==> config.mk <==
export PLATFORM = sky130hd
export DESIGN_NAME = sjvi_front
export DESIGN_NICKNAME = d
export VERILOG_FILES = /design/src/rtl/sparse_jacobi_value_iteration_core_defines.svh /design/src/rtl/sjvi_pkg.sv /design/src/rtl/sjvi_fifo.sv /design/src/rtl/sjvi_front.sv
export SDC_FILE = /design/constraint.sdc
export NUM_CORES = 1
export LEC_CHECK = 0
export ABC_AREA = 0
export BUFFER_PORTS_ARGS = -buffer_cell sky130_fd_sc_hd__clkbuf_2
export CAP_MARGIN = 20
export CORE_MARGIN = 1
export CORE_UTILIZATION = 45
export CTS_CLUSTER_SIZE = 25
export DETAILED_ROUTE_END_ITERATION = 10
export HOLD_SLACK_MARGIN = 0.02
export PLACE_DENSITY = 0.7
export SETUP_SLACK_MARGIN = 0.02
export SYNTH_ARGS = -nofsm -noshare
export SYNTH_HDL_FRONTEND = slang
export SYNTH_SLANG_ARGS = --single-unit
export TNS_END_PERCENT = 100
==> constraint.sdc <==
create_clock -name clk -period 14.4 [get_ports clk]
set_input_delay 3.6 -clock clk [delete_from_list [all_inputs] [get_ports clk]]
set_output_delay 3.6 -clock clk [all_outputs]
set_load 0.01 [all_outputs]
==> src/rtl/sparse_jacobi_value_iteration_core_defines.svh <==
// Assertion macros used by the core's engine.
`ifndef SPARSE_JACOBI_VALUE_ITERATION_CORE_DEFINES_SVH
`define SPARSE_JACOBI_VALUE_ITERATION_CORE_DEFINES_SVH

`ifndef SYNTHESIS
`define SJVI_ASSERT_IMP(label, clk, rst_n, ante, cons) \
    label: assert property (@(posedge clk) disable iff (!rst_n) (ante) |-> (cons)) \
        else $error("assertion failed");
`define SJVI_ASSERT_NEXT(label, clk, rst_n, ante, cons) \
    label: assert property (@(posedge clk) disable iff (!rst_n) (ante) |=> (cons)) \
        else $error("assertion failed");
`else
`define SJVI_ASSERT_IMP(label, clk, rst_n, ante, cons)
`define SJVI_ASSERT_NEXT(label, clk, rst_n, ante, cons)
`endif

`endif

==> src/rtl/sjvi_pkg.sv <==
`default_nettype none
package sjvi_pkg;

    localparam int VALUE_W    = 64;
    localparam int PROB_W     = 33;
    localparam int ROW_END_W  = 15;
    localparam int COLUMN_W   = 10;
    localparam int INDEX_W    = 14;
    localparam int SWEEP_W    = 20;
    localparam int RESID_W    = 63;
    localparam int NCFG_W     = 11;
    localparam int CFG_DATA_W = 33;
    localparam int CFG_IDX_W  = 2;

    localparam logic [PROB_W-1:0]  ONE_Q32 = 33'h1_0000_0000;
    localparam logic [RESID_W-1:0] MAX63   = {RESID_W{1'b1}};

    typedef enum logic [1:0] {
        OP_LOAD_ROW = 2'd0,
        OP_LOAD_NZ  = 2'd1,
        OP_RUN      = 2'd2,
        OP_READ     = 2'd3
    } op_t;

    typedef enum logic [CFG_IDX_W-1:0] {
        CFG_N_STATES   = 2'd0,
        CFG_DISCOUNT   = 2'd1,
        CFG_EPS        = 2'd2,
        CFG_MAX_SWEEPS = 2'd3
    } cfg_idx_t;

    typedef enum logic [3:0] {
        ST_INIT,
        ST_IDLE,
        ST_CLEAR,
        ST_ROW,
        ST_ROW_DATA,
        ST_NZ,
        ST_NZ_COL,
        ST_NZ_X,
        ST_NZ_LO,
        ST_NZ_HI,
        ST_NZ_ACC,
        ST_FIN_DATA,
        ST_SWEEP,
        ST_READ,
        ST_EMIT
    } state_t;

    typedef struct packed {
        op_t                  op;
        logic [INDEX_W-1:0]   index;
        logic [VALUE_W-1:0]   reward;
        logic [ROW_END_W-1:0] row_end;
        logic [COLUMN_W-1:0]  column;
        logic [PROB_W-1:0]    prob;
    } item_t;

    typedef struct packed {
        logic                 kind;
        logic [VALUE_W-1:0]   value;
        logic                 converged;
        logic [SWEEP_W-1:0]   sweeps;
        logic [RESID_W-1:0]   residual;
    } rsp_t;

endpackage
`default_nettype wire

==> src/rtl/sjvi_fifo.sv <==
`default_nettype none
module sjvi_fifo #(
    parameter int W     = 8,
    parameter int DEPTH = 2
) (
    input  wire logic         clk,
    input  wire logic         rst_n,
    input  wire logic         wr,
    input  wire logic [W-1:0] din,
    output logic              full,
    input  wire logic         rd,
    output logic [W-1:0]      dout,
    output logic              empty
);

    localparam int PW = (DEPTH > 1) ? $clog2(DEPTH) : 1;
    localparam int CW = $clog2(DEPTH + 1);

    logic [W-1:0]  mem [DEPTH];
    logic [PW-1:0] wr_ptr_reg, rd_ptr_reg;
    logic [CW-1:0] count_reg;
    logic          do_wr, do_rd;

    assign full  = (count_reg == CW'(DEPTH));
    assign empty = (count_reg == '0);
    assign do_wr = wr && !full;
    assign do_rd = rd && !empty;
    assign dout  = mem[rd_ptr_reg];

    always_ff @(posedge clk)
    begin
        if (do_wr)
        begin
            mem[wr_ptr_reg] <= din;
        end
    end

    always_ff @(posedge clk or negedge rst_n)
    begin
        if (!rst_n)
        begin
            wr_ptr_reg <= '0;
            rd_ptr_reg <= '0;
            count_reg  <= '0;
        end
        else
        begin
            if (do_wr)
            begin
                wr_ptr_reg <= (wr_ptr_reg == PW'(DEPTH - 1)) ? '0 : wr_ptr_reg + PW'(1);
            end
            if (do_rd)
            begin
                rd_ptr_reg <= (rd_ptr_reg == PW'(DEPTH - 1)) ? '0 : rd_ptr_reg + PW'(1);
            end
            if (do_wr && !do_rd)
            begin
                count_reg <= count_reg + CW'(1);
            end
            else if (do_rd && !do_wr)
            begin
                count_reg <= count_reg - CW'(1);
            end
        end
    end

endmodule
`default_nettype wire

==> src/rtl/sjvi_front.sv <==
`default_nettype none
module sjvi_front (
    input  wire logic                            clk,
    input  wire logic                            rst_n,
    input  wire logic                            push,
    output logic                                 full,
    input  wire logic [1:0]                      command,
    input  wire logic [sjvi_pkg::INDEX_W-1:0]    index,
    input  wire logic [sjvi_pkg::VALUE_W-1:0]    reward,
    input  wire logic [sjvi_pkg::ROW_END_W-1:0]  row_end,
    input  wire logic [sjvi_pkg::COLUMN_W-1:0]   column,
    input  wire logic [sjvi_pkg::PROB_W-1:0]     prob,
    output sjvi_pkg::item_t                      item,
    output logic                                 item_valid,
    input  wire logic                            item_pop
);

    sjvi_pkg::item_t dec;
    logic            q_empty;

    // decode: command to opcode, probability clamped to 1.0
    always_comb
    begin
        dec.op      = sjvi_pkg::op_t'(command);
        dec.index   = index;
        dec.reward  = reward;
        dec.row_end = row_end;
        dec.column  = column;
        dec.prob    = (prob > sjvi_pkg::ONE_Q32) ? sjvi_pkg::ONE_Q32 : prob;
    end

    sjvi_fifo #(
        .W     ($bits(sjvi_pkg::item_t)),
        .DEPTH (2)
    ) u_cmd_q (
        .clk   (clk),
        .rst_n (rst_n),
        .wr    (push),
        .din   (dec),
        .full  (full),
        .rd    (item_pop),
        .dout  (item),
        .empty (q_empty)
    );

    assign item_valid = !q_empty;

endmodule
`default_nettype wire

==> results.md <==
- Synthesis-to-finish area growth: 25.2%
- Setup_tns: 0 ps
- FMAX: ~150 MHz
- Diodes inserted: 0
- Syn Area/Cell: 21.1 sq um
- Ys Warns: 0
- Relative slew margins: 30.5%
- Max rail drop VDD: 0.000163 V
- Worst setup margin: 7710 ps
- Layout Cells excl Fill: 1096
- CTS Sinks: 280
- Post-DR vias/cell: 4.99
- CTS tree: done
- H-tree level count: 1
- Core area: approximately 23000 sq um
- Post-synthesis sequential area ratio: 80.3%
- Pre-CTS WS: between 8000 and 9000 ps
- Synth area leaders: edfxtp_1 79%, mux2_2 15%, and2_2 2.2%
- Crit Path Max Fanout: 73
- Die H: ~150 um
- Grt total ovfl: 0
- Overall Power: 2.64 mW
- Tmin final: 6690 ps
- Tcrit/Tclk final: 46.5%
- Die X-Extent: 154 um
- Endpoints failing setup: 0
- RSZ-0062 raised after global routing: no
- Starting Density: 46.0%
- Worst hold margin: a little under 500 ps
- Worst r2r path cells: 3
- Worst EP required: between 10000 and 15000 ps
- Via Count: 5466
- Initial DRC count: 240
- GP Congestion: 0.804
- Fraction of layout cells with a size suffix above 1: 60.9%
- Number of gates resized after cts: 0
- DP Area: 12200 sq um
- Startpoint types: flop
- Pwr/cell area: just over 200 nW/um^2
- Bufs on Longest Clock Path: 3
- Die Area: 23800 sq um
- Leak: 4.97 nW
- First-pass GRT wire length: ~30000 um
- Max reg flops: 276
- Crit path to: item[47]
- Worst Path Class, Setup: reg -> out
- Worst hold-check path type: reg -> reg
- Number of buffers created by CTS: 28
- Yosys top cell area share: around 79%
- WL per Instance: around 19 um
- Slew Viols, Final: 0
- CP endpoint kind: output pin
- Largest net degree at the start of global routing: 77
- Critical R2R Capture: u_cmd_q.mem[1][92]
- Reg2reg setup slack: ~12000 ps
- Placed cell count: between 1000 and 1500
- Post-synth cell types: 20
- Post-DRT Antenna Nets: 0
- Final Hold Viols: 0
- Crit path arrival time: between 3000 and 4000 ps
- Outcome: finished clean
- Post-Route Skew: between 10 and 15 ps
- Gr usage total: between 10% and 20%
- Initial antenna violation count: 0
- Least-Margin Pin Slew: 1040 ps
- Fin util: a little under three fifths
- DRC Markers: 0
- Num rows: 55
- 1st-pass router iterations: 4
- Vias in the first global route: 5882
- Post-DP HPWL: 13500 um
- Fillers: 1721
- # nets final: 934
- Syn Inst Count: roughly 500
- Worst skew pair latency: roughly 520 ps
- Reg-to-Reg Start: u_cmd_q.count_reg[0]
- Hold Buf Count CTS: 0
- Port-buffer cells: between 200 and 300
- Syn nets: 638
- Max Cap Viol: 0
- First element of the critical path: u_cmd_q.rd_ptr_reg
- CTS clk-pin slew, worst paths: 60 ps
- Design Area, Final: 13100 sq um
- Register bit count reported by yosys: 280
- Final wirelength: 20300 um
- I/O pin total: approximately 280
- Setup repair bufs after CTS: 0
- Post-synth top area cell: edfxtp_1
- Area of the mapped netlist: 10400 sq um
- Root buffer cell: clkbuf_16
-- routing by layer --
layer  routed length (um)  track usage (%)
met1                 8520             20.8
met2                 9610             28.4
met4                  632             5.75
met5                    0                0
met3                 1530             4.82
-- worst min path at each step --
stage	startpoint	endpoint	slack, ps	depth (start not counted)
2_1_floorplan	u_cmd_q.count_reg[1]	u_cmd_q.count_reg[1]	460	1
3_3_place_gp	u_cmd_q.count_reg[1]	u_cmd_q.count_reg[1]	470	1
3_5_place_dp	u_cmd_q.count_reg[1]	u_cmd_q.count_reg[1]	480	1
4_1_cts	u_cmd_q.count_reg[1]	u_cmd_q.count_reg[1]	490	1
5_1_grt	u_cmd_q.count_reg[1]	u_cmd_q.count_reg[1]	530	1
6_report	u_cmd_q.count_reg[1]	u_cmd_q.count_reg[1]	490	1
-- final cells by class --
class / instances / area (sq um) / area share, %
clock buffers: 37 / 756 / 5.78
flip-flops and latches: 280 / 8390 / 64.2
inverters: 2 / 7.51 / 0.0574
repair buffers: 285 / 1440 / 11.0
multi-input cells: 194 / 1970 / 15.0
clock inverters: 13 / 158 / 1.21
well taps: 285 / 357 / 2.73
-- cells in the mapped netlist, drive strengths merged --
| master | n |
|---|---|
| edfxtp | 276 |
| mux2 | 138 |
| and2 | 32 |
| buf | 14 |
| nor4 | 8 |
| clkbuf | 5 |
| dfrtp | 4 |
| xnor2 | 3 |
| inv | 2 |
| nand2 | 2 |
| nand4 | 2 |
| nor2 | 2 |
| xor2 | 2 |
| and3 | 1 |
| ha | 1 |
| nand2b | 1 |
| o21ai | 1 |
| or2 | 1 |
-- kinds of logic (layout without fill, tap and decap cells) --
group	after synthesis	count (layout)	synth area share (%)
AO/OA/AOI/OAI	1	1	0.0839
XOR/XNOR	5	5	0.419
AND/OR/NAND/NOR	49	49	3.20
flip-flops	280	280	80.3
multiplexers	138	138	14.9
buffers and inverters	21	337	0.959
adder cells (fa/ha/maj)	1	1	0.120
-- cells in the final DEF (no fill, tap or decap), types with 2 or more instances in the layout --
master	synthesis	final
edfxtp_1	276	276
nand2_1	2	2
and2_2	30	30
clkbuf_2	3	281
inv_1	2	2
xor2_1	2	2
buf_4	0	4
clkinv_2	0	3
and2_1	2	2
clkbuf_1	2	8
clkbuf_16	0	29
xnor2_1	3	3
bufinv_16	0	4
nand4_1	2	2
nor4_1	8	8
dfrtp_1	4	3
clkinv_1	0	6
mux2_2	138	138
-- critical path: stages, from the launching register on --
cell,delay [ps]
dfrtp_4,1000
buf_4,830
mux2_2,430
clkbuf_2,130
-- report_power, final --
| part | switching, mW | total (mW) | internal, mW | leakage [nW] |
|---|---|---|---|---|
| logic | 0.392 | 0.723 | 0.330 | 1.90 |
| clock network | 0.279 | 0.716 | 0.437 | 0.444 |
| registers | 0.0776 | 1.20 | 1.12 | 2.62 |
Power figures use the tool's default switching activity.
