`src/rtl/sparse_jacobi_value_iteration_core_defines.svh`:
```
// Assertion macros used by the core's engine.
`ifndef SPARSE_JACOBI_VALUE_ITERATION_CORE_DEFINES_SVH
`define SPARSE_JACOBI_VALUE_ITERATION_CORE_DEFINES_SVH

`ifndef SYNTHESIS
`define SJVI_ASSERT_IMP(label, clk, rst_n, ante, cons) \
    label: assert property (@(posedge clk) disable iff (!rst_n) (ante) |-> (cons)) \
        else $error("assertion failed");
`define SJVI_ASSERT_NEXT(label, clk, rst_n, ante, cons) \
    label: assert property (@(posedge clk) disable iff (!rst_n) (ante) |=> (cons)) \
        else $error("assertion failed");
`else
`define SJVI_ASSERT_IMP(label, clk, rst_n, ante, cons)
`define SJVI_ASSERT_NEXT(label, clk, rst_n, ante, cons)
`endif

`endif

```
`src/rtl/sjvi_fifo.sv`:
```
`default_nettype none
module sjvi_fifo #(
    parameter int W     = 8,
    parameter int DEPTH = 2
) (
    input  wire logic         clk,
    input  wire logic         rst_n,
    input  wire logic         wr,
    input  wire logic [W-1:0] din,
    output logic              full,
    input  wire logic         rd,
    output logic [W-1:0]      dout,
    output logic              empty
);

    localparam int PW = (DEPTH > 1) ? $clog2(DEPTH) : 1;
    localparam int CW = $clog2(DEPTH + 1);

    logic [W-1:0]  mem [DEPTH];
    logic [PW-1:0] wr_ptr_reg, rd_ptr_reg;
    logic [CW-1:0] count_reg;
    logic          do_wr, do_rd;

    assign full  = (count_reg == CW'(DEPTH));
    assign empty = (count_reg == '0);
    assign do_wr = wr && !full;
    assign do_rd = rd && !empty;
    assign dout  = mem[rd_ptr_reg];

    always_ff @(posedge clk)
    begin
        if (do_wr)
        begin
            mem[wr_ptr_reg] <= din;
        end
    end

    always_ff @(posedge clk or negedge rst_n)
    begin
        if (!rst_n)
        begin
            wr_ptr_reg <= '0;
            rd_ptr_reg <= '0;
            count_reg  <= '0;
        end
        else
        begin
            if (do_wr)
            begin
                wr_ptr_reg <= (wr_ptr_reg == PW'(DEPTH - 1)) ? '0 : wr_ptr_reg + PW'(1);
            end
            if (do_rd)
            begin
                rd_ptr_reg <= (rd_ptr_reg == PW'(DEPTH - 1)) ? '0 : rd_ptr_reg + PW'(1);
            end
            if (do_wr && !do_rd)
            begin
                count_reg <= count_reg + CW'(1);
            end
            else if (do_rd && !do_wr)
            begin
                count_reg <= count_reg - CW'(1);
            end
        end
    end

endmodule
`default_nettype wire

```
`config.mk`:
```
export PLATFORM = sky130hd
export DESIGN_NAME = sjvi_fifo
export DESIGN_NICKNAME = d
export VERILOG_FILES = /design/src/rtl/sparse_jacobi_value_iteration_core_defines.svh /design/src/rtl/sjvi_fifo.sv
export SDC_FILE = /design/constraint.sdc
export NUM_CORES = 1
export LEC_CHECK = 0
export ABC_AREA = 1
export ABC_CLOCK_PERIOD_IN_PS = 1600
export BUFFER_PORTS_ARGS = -buffer_cell sky130_fd_sc_hd__buf_4
export CAP_MARGIN = 30
export CORE_UTILIZATION = 52
export CTS_BUF_LIST = sky130_fd_sc_hd__clkbuf_4 sky130_fd_sc_hd__clkbuf_8
export DETAILED_ROUTE_END_ITERATION = 8
export PLACE_DENSITY = 0.77
export SLEW_MARGIN = 30
export SYNTH_ARGS = -nofsm -noshare
export SYNTH_HDL_FRONTEND = slang
export SYNTH_SLANG_ARGS = --single-unit
```
`constraint.sdc`:
```
create_clock -name clk -period 1.6 [get_ports clk]
set_input_delay 0.4 -clock clk [delete_from_list [all_inputs] [get_ports clk]]
set_output_delay 0.4 -clock clk [all_outputs]
set_load 0.01 [all_outputs]
```
==> out/qor.csv, run 1 <==
metric,value,unit
syn_avg_cell_area,11.1,um^2
postSynthRegisterBits,20,
drt_iter0_markers,10,
clkLatencyLatePin,0.29,ns
io_pins,22,
setup_viol,0,
die_area,1720,um^2
crit_path_end_kind,output port,
die_height,41.5,um
fin_hold_ws,0.286,ns
postRouteAntennaNets,0,
vdd_ir_drop_max,1.17,mV
gp_congestion,0.776,
synth-seq-area-share,71.7,%
final_util,77.2,%
path_buf_inv,2,
period_share,96.9,%
layout-drive-gt1-share,30.7,%
path_cells,"buf_6, nand2_1, nand2_1, buf_4",
crit_path_frequent_cell,nand2_1,
power.leakage,0.498,nW
crit_fanout,5,
rows,13,
syn_area,810,um^2
fin_worst_skew,0.00573,ns
gr-total-overflow,0,
start_kind,flip-flop,
grt_pass1_vias,555,
finalSetupTns,0,ns
status,finished clean,
cts.sinks,20,
core,1370,um^2
grt_max_degree,12,
drtPass1Iterations,4,
critPathTopFamily,flip-flops,
grt_pass1_wl,2.42,mm
relSlewSlack,79.0,%
drv_cap,0,
die_w,41.5,um
slowest_delay,0.46,ns
initial_core_util,59.2,%
fmax,0.645,GHz
dpl.hpwl,953,um
cts_buffers,3,
vias,567,
clkTransAtPathRegs,0.11,ns
rrSetupSlack,0.22,ns
final_cells,116,
via_per_inst,4.89,
critPathRequiredTime,1.20,ns
critPathKind,reg -> out,
place_inst,109,
power_density,1760,nW/um^2
syn_nets,86,
largest_reg_flops,16,
cts_tree,done,
place_ws,0.199,ns
area_growth,30.3,%
track_usage,18.8,%
synth.distinct_cells,14,
tightest_slew,0.315,ns
routed_wl,1.39,mm
drv_slew,0,
cts_root_buf,clkbuf_4,
yosys_warnings,0,
fin_nets,115,
postSynthCellCount,73,
cp_slowest_cell,dfrtp_2,
arrival,1.15,ns
antenna_found_initial,0,
setup_ws,0.0500,ns
clock_path_buffers,2,
htree_levels,1,
port_buffers,21,
fin_crit,1.55,ns
drc,0,
post_drt_wl_per_cell,12.0,um
hold_violations,0,
diodes,0,
hp-class,in -> reg,
## layout by cell type (no fill, tap or decap)
master and instances:
nand2_1 33, dlygate4sd3_1 1, dfrtp_2 1, nor2_1 2, ha_1 1, inv_4 1, edfxtp_1 16, nand4_1 1
buf_6 3, buf_4 21, o21ai_1 1, o21ai_0 1, dfrtp_1 3, inv_1 7, nor2_2 2, xnor2_1 1
nand3b_1 1, clkinv_1 1, nand3_1 1, clkbuf_4 3
## through the flow
stage | area (um^2) | total power, mW
after CTS | 1030 | 1.79
final | 1050 | 1.86
after global routing | 1050 | 2.00
after detailed placement | 988 | 1.55
after global placement | 988 | 1.51
after floorplan | 810 | 1.22
## cells by family after synthesis
logic type	share of synthesized area (%)
DFF	71.7
adders and majority gates	1.55
and+or+nand+nor	20.1
buffers and inverters	4.33
AOI/OAI and AO/OA	1.24
xor gates and xnor gates	1.08
## worst reg2reg max path: stages (launching register included)
cell	delay, ns
dfrtp_1	0.48
nor2_2	0.17
nor2_2	0.06
ha_1	0.29
inv_1	0.08
nand3_1	0.08
nand2_1	0.06
nand2_1	0.05
## per-layer routing
metal | up-vias | share of wire [%] | wire, um | global-route usage, %
met5 | - | 0 | 0 | 0
met4 | 0 | 3.5 | 48 | 9.68
met3 | 7 | 4.5 | 63 | 4.35
met2 | 17 | 47 | 652 | 29.1
met1 | 251 | 45 | 623 | 25.0
li1 | 292 | - | - | -
## cell usage after synthesis
master     n  area, um^2
nand2_1   33         124
nor2_1     2        7.51
dfrtp_1    4         100
nor2_2     2        12.5
inv_2      1        3.75
nand3_1    1        5.00
edfxtp_1  16         480
xnor2_1    1        8.76
nand4_1    1        6.26
o21ai_0    2        10.0
buf_2      1        5.00
nand3b_1   1        7.51
inv_1      7        26.3
ha_1       1        12.5
## final cells by class
type	count	area (um^2)
inverter	8	32.5
clock inverter	1	3.75
clock buffer	3	22.5
fill	84	312
timing repair buffer	25	201
multi-input combinational	44	194
tap	15	18.8
sequential	20	582
## power breakdown
group | internal (mW) | switching, mW
registers | 0.725 | 0.0903
clock network | 0.0908 | 0.143
logic | 0.374 | 0.433
total | 1.19 | 0.666
## what timing repair did
action                                  in CTS  in global routing
endpoints found under the setup margin       8                  9
hold buffers                                 1                  0
endpoints found under the hold margin        4                  0
resized for setup                            2                  5
buffers inserted                             0                  2
gates cloned                                 0                  0
## path summary, 6_finish.rpt
| path | from | end | cells past startpoint |
|---|---|---|---|
| max | rd_ptr_reg$_DFFE_PN0P_ | dout[4] | 4 |
| min | din[1] | mem[0][1]$_DFFE_PP_ | 1 |
| max reg2reg | count_reg[0]$_DFFE_PN0P_ | count_reg[1]$_DFFE_PN0P_ | 7 |
| min reg2reg | wr_ptr_reg$_DFFE_PN0N_ | wr_ptr_reg$_DFFE_PN0N_ | 2 |
| max in group asynchronous | rst_n | rd_ptr_reg$_DFFE_PN0P_ | 2 |
| min in group asynchronous | rst_n | wr_ptr_reg$_DFFE_PN0N_ | 2 |
No activity file was read; power rests on OpenSTA's default activity.
==> run 2, diff against run 1 <==
--- a/config.mk
+++ b/config.mk
@@ -13,6 +13,7 @@
 export CTS_BUF_LIST = sky130_fd_sc_hd__clkbuf_4 sky130_fd_sc_hd__clkbuf_8
 export DETAILED_ROUTE_END_ITERATION = 8
 export PLACE_DENSITY = 0.77
+export SETUP_SLACK_MARGIN = 0.1
 export SLEW_MARGIN = 30
 export SYNTH_ARGS = -nofsm -noshare
 export SYNTH_HDL_FRONTEND = slang
==> out/qor.csv, run 2 (same netlist as run 1, synthesis figures left out) <==
metric,value,unit
status,finished clean,
combPwrFrac,50.6,%
grt_pass1_wl,2.64,mm
setup_viol,0,
clkTransAtPathRegs,0.11,ns
critPathRequiredTime,1.20,ns
crit_fanout,6,
htree_levels,1,
layout_commonest_cell,nand2_1,
dpl.hpwl,953,um
arrival,1.15,ns
diodes,0,
rrSetupSlack,0.20,ns
cts_tree,done,
p_int,1.34,mW
netSwitchingFraction,38.1,%
drv_slew,0,
seq_area,583,um^2
port_buffers,21,
routed_wl,1.64,mm
fin_crit,1.55,ns
fin_worst_skew,0.00437,ns
relSlewSlack,78.2,%
rows,13,
multi_input_area,241,um^2
tightest_slew,0.327,ns
gr-total-overflow,0,
layout-drive-gt1-share,48.6,%
finalSetupTns,0,ns
drc,0,
clock_path_buffers,2,
rsz0062_at_grt,true,
power.leakage,0.532,nW
nFillCells,72,
die_area,1720,um^2
mostFrequentLayoutCells,"nand2_1 (21), buf_4 (18), edfxtp_1 (16)",
drtPass1Iterations,4,
clkPwrFrac,11.1,%
fin_hold_ws,0.285,ns
fin_nets,119,
vias,595,
largest_reg_flops,16,
hp-class,in -> reg,
grt_max_degree,12,
start_kind,flip-flop,
grt_pass1_vias,577,
final_cells,120,
vdd_ir_drop_max,1.31,mV
period_share,97.1,%
fmax,0.643,GHz
drv_cap,0,
postRouteAntennaNets,0,
antenna_found_initial,0,
drt_iter0_markers,15,
die_height,41.5,um
cts.sinks,20,
via_per_inst,4.96,
place_inst,109,
critPathKind,reg -> out,
p_sw,0.821,mW
core,1370,um^2
io_pins,22,
cts_buffers,3,
power_density,1850,nW/um^2
area_growth,43.9,%
crit_path_end_kind,output port,
hold_violations,0,
track_usage,20.9,%
initial_core_util,59.2,%
gp_congestion,0.776,
post_drt_wl_per_cell,13.6,um
die_w,41.5,um
clkLatencyLatePin,0.29,ns
cts_root_buf,clkbuf_4,
power_frac_seq,38.3,%
run 2: changes by cell type in the layout (fill, tap and decap cells not counted), sizes merged:
cell and change:
clkinv +1, buf +3
run 2: layout make-up:
type	count	area share [%]
well taps	15	1.61
repair inverters	1	0.752
repair buffers	28	20.9
clock inverters	1	0.322
clock buffers	3	1.93
flip-flops and latches	20	50.1
multi-input cells	44	20.7
inverters	8	3.65
run 2: worst paths after layout:
check,endpoint,depth (start not counted),start
setup / recovery,dout[4],5,rd_ptr_reg$_DFFE_PN0P_
hold reg to reg,wr_ptr_reg$_DFFE_PN0N_,2,wr_ptr_reg$_DFFE_PN0N_
max in group asynchronous,rd_ptr_reg$_DFFE_PN0P_,2,rst_n
setup reg to reg,count_reg[1]$_DFFE_PN0P_,8,count_reg[1]$_DFFE_PN0P_
hold / removal,mem[1][4]$_DFFE_PP_,1,din[4]
min in group asynchronous,count_reg[0]$_DFFE_PN0P_,2,rst_n
run 2: timing repair:
item	in CTS	in global routing
pin swaps	3	5
buffers inserted	3	2
hold endpoints to repair	4	0
hold buffers	1	0
gates cloned	1	0
setup endpoints to repair	8	19
resized for setup	16	21
run 2: power groups by stage:
stage	sequential, mW	combinational [mW]	clock, mW
final	0.827	1.09	0.238
after global routing	0.842	1.19	0.262
after CTS	0.800	0.914	0.241
after detailed placement	0.836	0.711	0
after global placement	0.830	0.684	0
after floorplan	0.785	0.440	0
run 2: per-stage QoR:
step	power [mW]	setup slack [ns]	instance area (um^2)	util [%]
final	2.16	0.0458	1160	85.3
after global routing	2.30	0.00229	1160	85.3
after CTS	1.95	0.0530	1090	79.8
after detailed placement	1.55	0.199	988	72.3
after global placement	1.51	0.230	988	72.3
after floorplan	1.22	0.278	810	-
run 2: layer usage:
metal | share of wire (%) | vias up | global-route usage [%] | routed length, um
met5 | 0 | - | 0 | 0
met4 | 3.1 | 0 | 10.3 | 51
met3 | 3.5 | 6 | 4.35 | 57
met2 | 51 | 16 | 32.8 | 829
met1 | 43 | 276 | 27.6 | 696
li1 | - | 297 | - | -
run 2: worst max-delay path, cell delays in order (launching register included):
cell	delay (ns)
dfrtp_2	0.43
buf_8	0.15
clkinv_8	0.07
nand2_4	0.05
nand2_2	0.06
buf_6	0.09
==> run 3, diff against run 2 <==
--- a/config.mk
+++ b/config.mk
@@ -6,7 +6,7 @@
 export NUM_CORES = 1
 export LEC_CHECK = 0
 export ABC_AREA = 1
-export ABC_CLOCK_PERIOD_IN_PS = 1600
+export ABC_CLOCK_PERIOD_IN_PS = 1700
 export BUFFER_PORTS_ARGS = -buffer_cell sky130_fd_sc_hd__buf_4
 export CAP_MARGIN = 30
 export CORE_UTILIZATION = 52
==> constraint.sdc (replaced) <==
create_clock -name clk -period 1.7 [get_ports clk]
set_input_delay 0.425 -clock clk [delete_from_list [all_inputs] [get_ports clk]]
set_output_delay 0.425 -clock clk [all_outputs]
set_load 0.01 [all_outputs]
==> out/qor.csv, run 3 (same netlist as run 1, synthesis figures left out) <==
metric,value,unit
start_kind,flip-flop,
grt_pass1_wl,2.37,mm
fin_area,1070,um^2
path_buf_inv,2,
core,1370,um^2
crit_start,rd_ptr_reg$_DFFE_PN0P_,
drc,0,
arrival,1.18,ns
tightest_slew,0.316,ns
die_w,41.5,um
clock_path_buffers,2,
fin_crit,1.61,ns
drtPass1Iterations,4,
critPathKind,reg -> out,
dpl.hpwl,927,um
power.leakage,0.507,nW
rows,13,
place_inst,109,
crit_fanout,5,
cts.sinks,20,
fmax,0.623,GHz
crit_path_end_kind,output port,
period_share,94.5,%
antenna_found_initial,0,
final_cells,116,
htree_levels,1,
path_depth,4,
path_cells,"buf_4, nand2_1, nand2_1, buf_4",
r2r_start,count_reg[0]$_DFFE_PN0P_,
drv_slew,0,
area_growth,32.1,%
gp_congestion,0.776,
setup_viol,0,
fin_nets,115,
via_per_inst,4.86,
post_drt_wl_per_cell,12.3,um
postRouteAntennaNets,0,
mostFrequentLayoutCells,"nand2_1 (33), buf_4 (24), edfxtp_1 (16)",
routed_wl,1.43,mm
die_height,41.5,um
cp_slowest_cell,dfrtp_2,
ff2ff_path_depth,7,
port_buffers,21,
grt_pass1_vias,562,
hold_violations,0,
crit_path_end,dout[1],
fin_worst_skew,0.00248,ns
cts_root_buf,clkbuf_4,
relSlewSlack,78.9,%
track_usage,18.8,%
clkTransAtPathRegs,0.11,ns
vias,564,
status,finished clean,
cts_tree,done,
critPathRequiredTime,1.27,ns
io_pins,22,
power_density,1760,nW/um^2
finalSetupTns,0,ns
initial_core_util,59.2,%
drv_cap,0,
drt_iter0_markers,9,
clkLatencyLatePin,0.30,ns
vdd_ir_drop_max,1.39,mV
diodes,0,
critPathTopFamily,flip-flops,
gr-total-overflow,0,
rrSetupSlack,0.30,ns
die_area,1720,um^2
hp-start,din[4],
placed_area,988,um^2
worstReg2RegEnd,count_reg[1]$_DFFE_PN0P_,
grt_max_degree,13,
layout_commonest_cell,nand2_1,
cts_buffers,3,
nFillCells,77,
layout-drive-gt1-share,31.7,%
hp-class,in -> reg,
slowest_delay,0.46,ns
largest_reg_flops,16,
rsz0062_at_grt,true,
==> run 3: changes by cell type in the layout (fill, tap and decap cells not counted), moves of 2 or more <==
cell,delta
inv_2,-2
buf_6,-7
nand2_1,+12
buf_4,+6
inv_1,+2
nand2_4,-2
nand2_2,-10
==> run 3: timing repair <==
| item | in CTS | in global routing |
|---|---|---|
| hold buffers | 1 | 0 |
| endpoints found under the setup margin | 8 | 9 |
| buffers inserted | 0 | 2 |
| hold endpoints to repair | 4 | 0 |
| resized for setup | 2 | 3 |
| pin swaps | 0 | 0 |
==> run 3: worst min-delay path by stage <==
stage | slack [ns] | depth (start not counted) | to
floorplan | 0.13 | 0 | count_reg[0]$_DFFE_PN0P_
global placement | 0.23 | 1 | count_reg[0]$_DFFE_PN0P_
detailed placement | 0.23 | 1 | count_reg[0]$_DFFE_PN0P_
CTS | 0.29 | 1 | mem[0][2]$_DFFE_PP_
global route | 0.28 | 1 | mem[0][2]$_DFFE_PP_
finish | 0.30 | 1 | mem[1][4]$_DFFE_PP_
==> run 3: metrics by stage <==
| stage | power [mW] | hold WS, ns | utilization, % | setup WS (ns) |
|---|---|---|---|---|
| CTS | 1.85 | 0.290 | 77.2 | 0.0968 |
| global placement | 1.43 | 0.226 | 72.3 | 0.305 |
| finish | 1.89 | 0.296 | 78.3 | 0.0936 |
| detailed placement | 1.45 | 0.225 | 72.3 | 0.297 |
| global route | 2.01 | 0.279 | 78.3 | 0.0457 |
| floorplan | 1.15 | 0.129 | - | 0.378 |
==> run 3: layout make-up <==
type | instances | area, um^2 | share of cell area [%]
timing repair buffer | 25 | 190 | 17.8
multi-input combinational | 44 | 194 | 18.1
clock buffer | 3 | 22.5 | 2.11
inverter | 8 | 32.5 | 3.04
clock inverter | 1 | 30.0 | 2.81
sequential | 20 | 582 | 54.4
tap | 15 | 18.8 | 1.75
==> run 3: per-layer routing <==
metal,part of all wire [%],wire length [um],global-route usage (%)
met5,0,0,0
met4,2.4,34,12.3
met3,4.1,59,5.65
met2,49,702,30.0
met1,44,630,22.0
==> run 3: power breakdown <==
part,internal [mW],switching [mW],leakage (nW)
clock,0.238,0.149,0.0279
combinational,0.331,0.405,0.284
sequential,0.682,0.0812,0.196
total,1.25,0.636,0.507
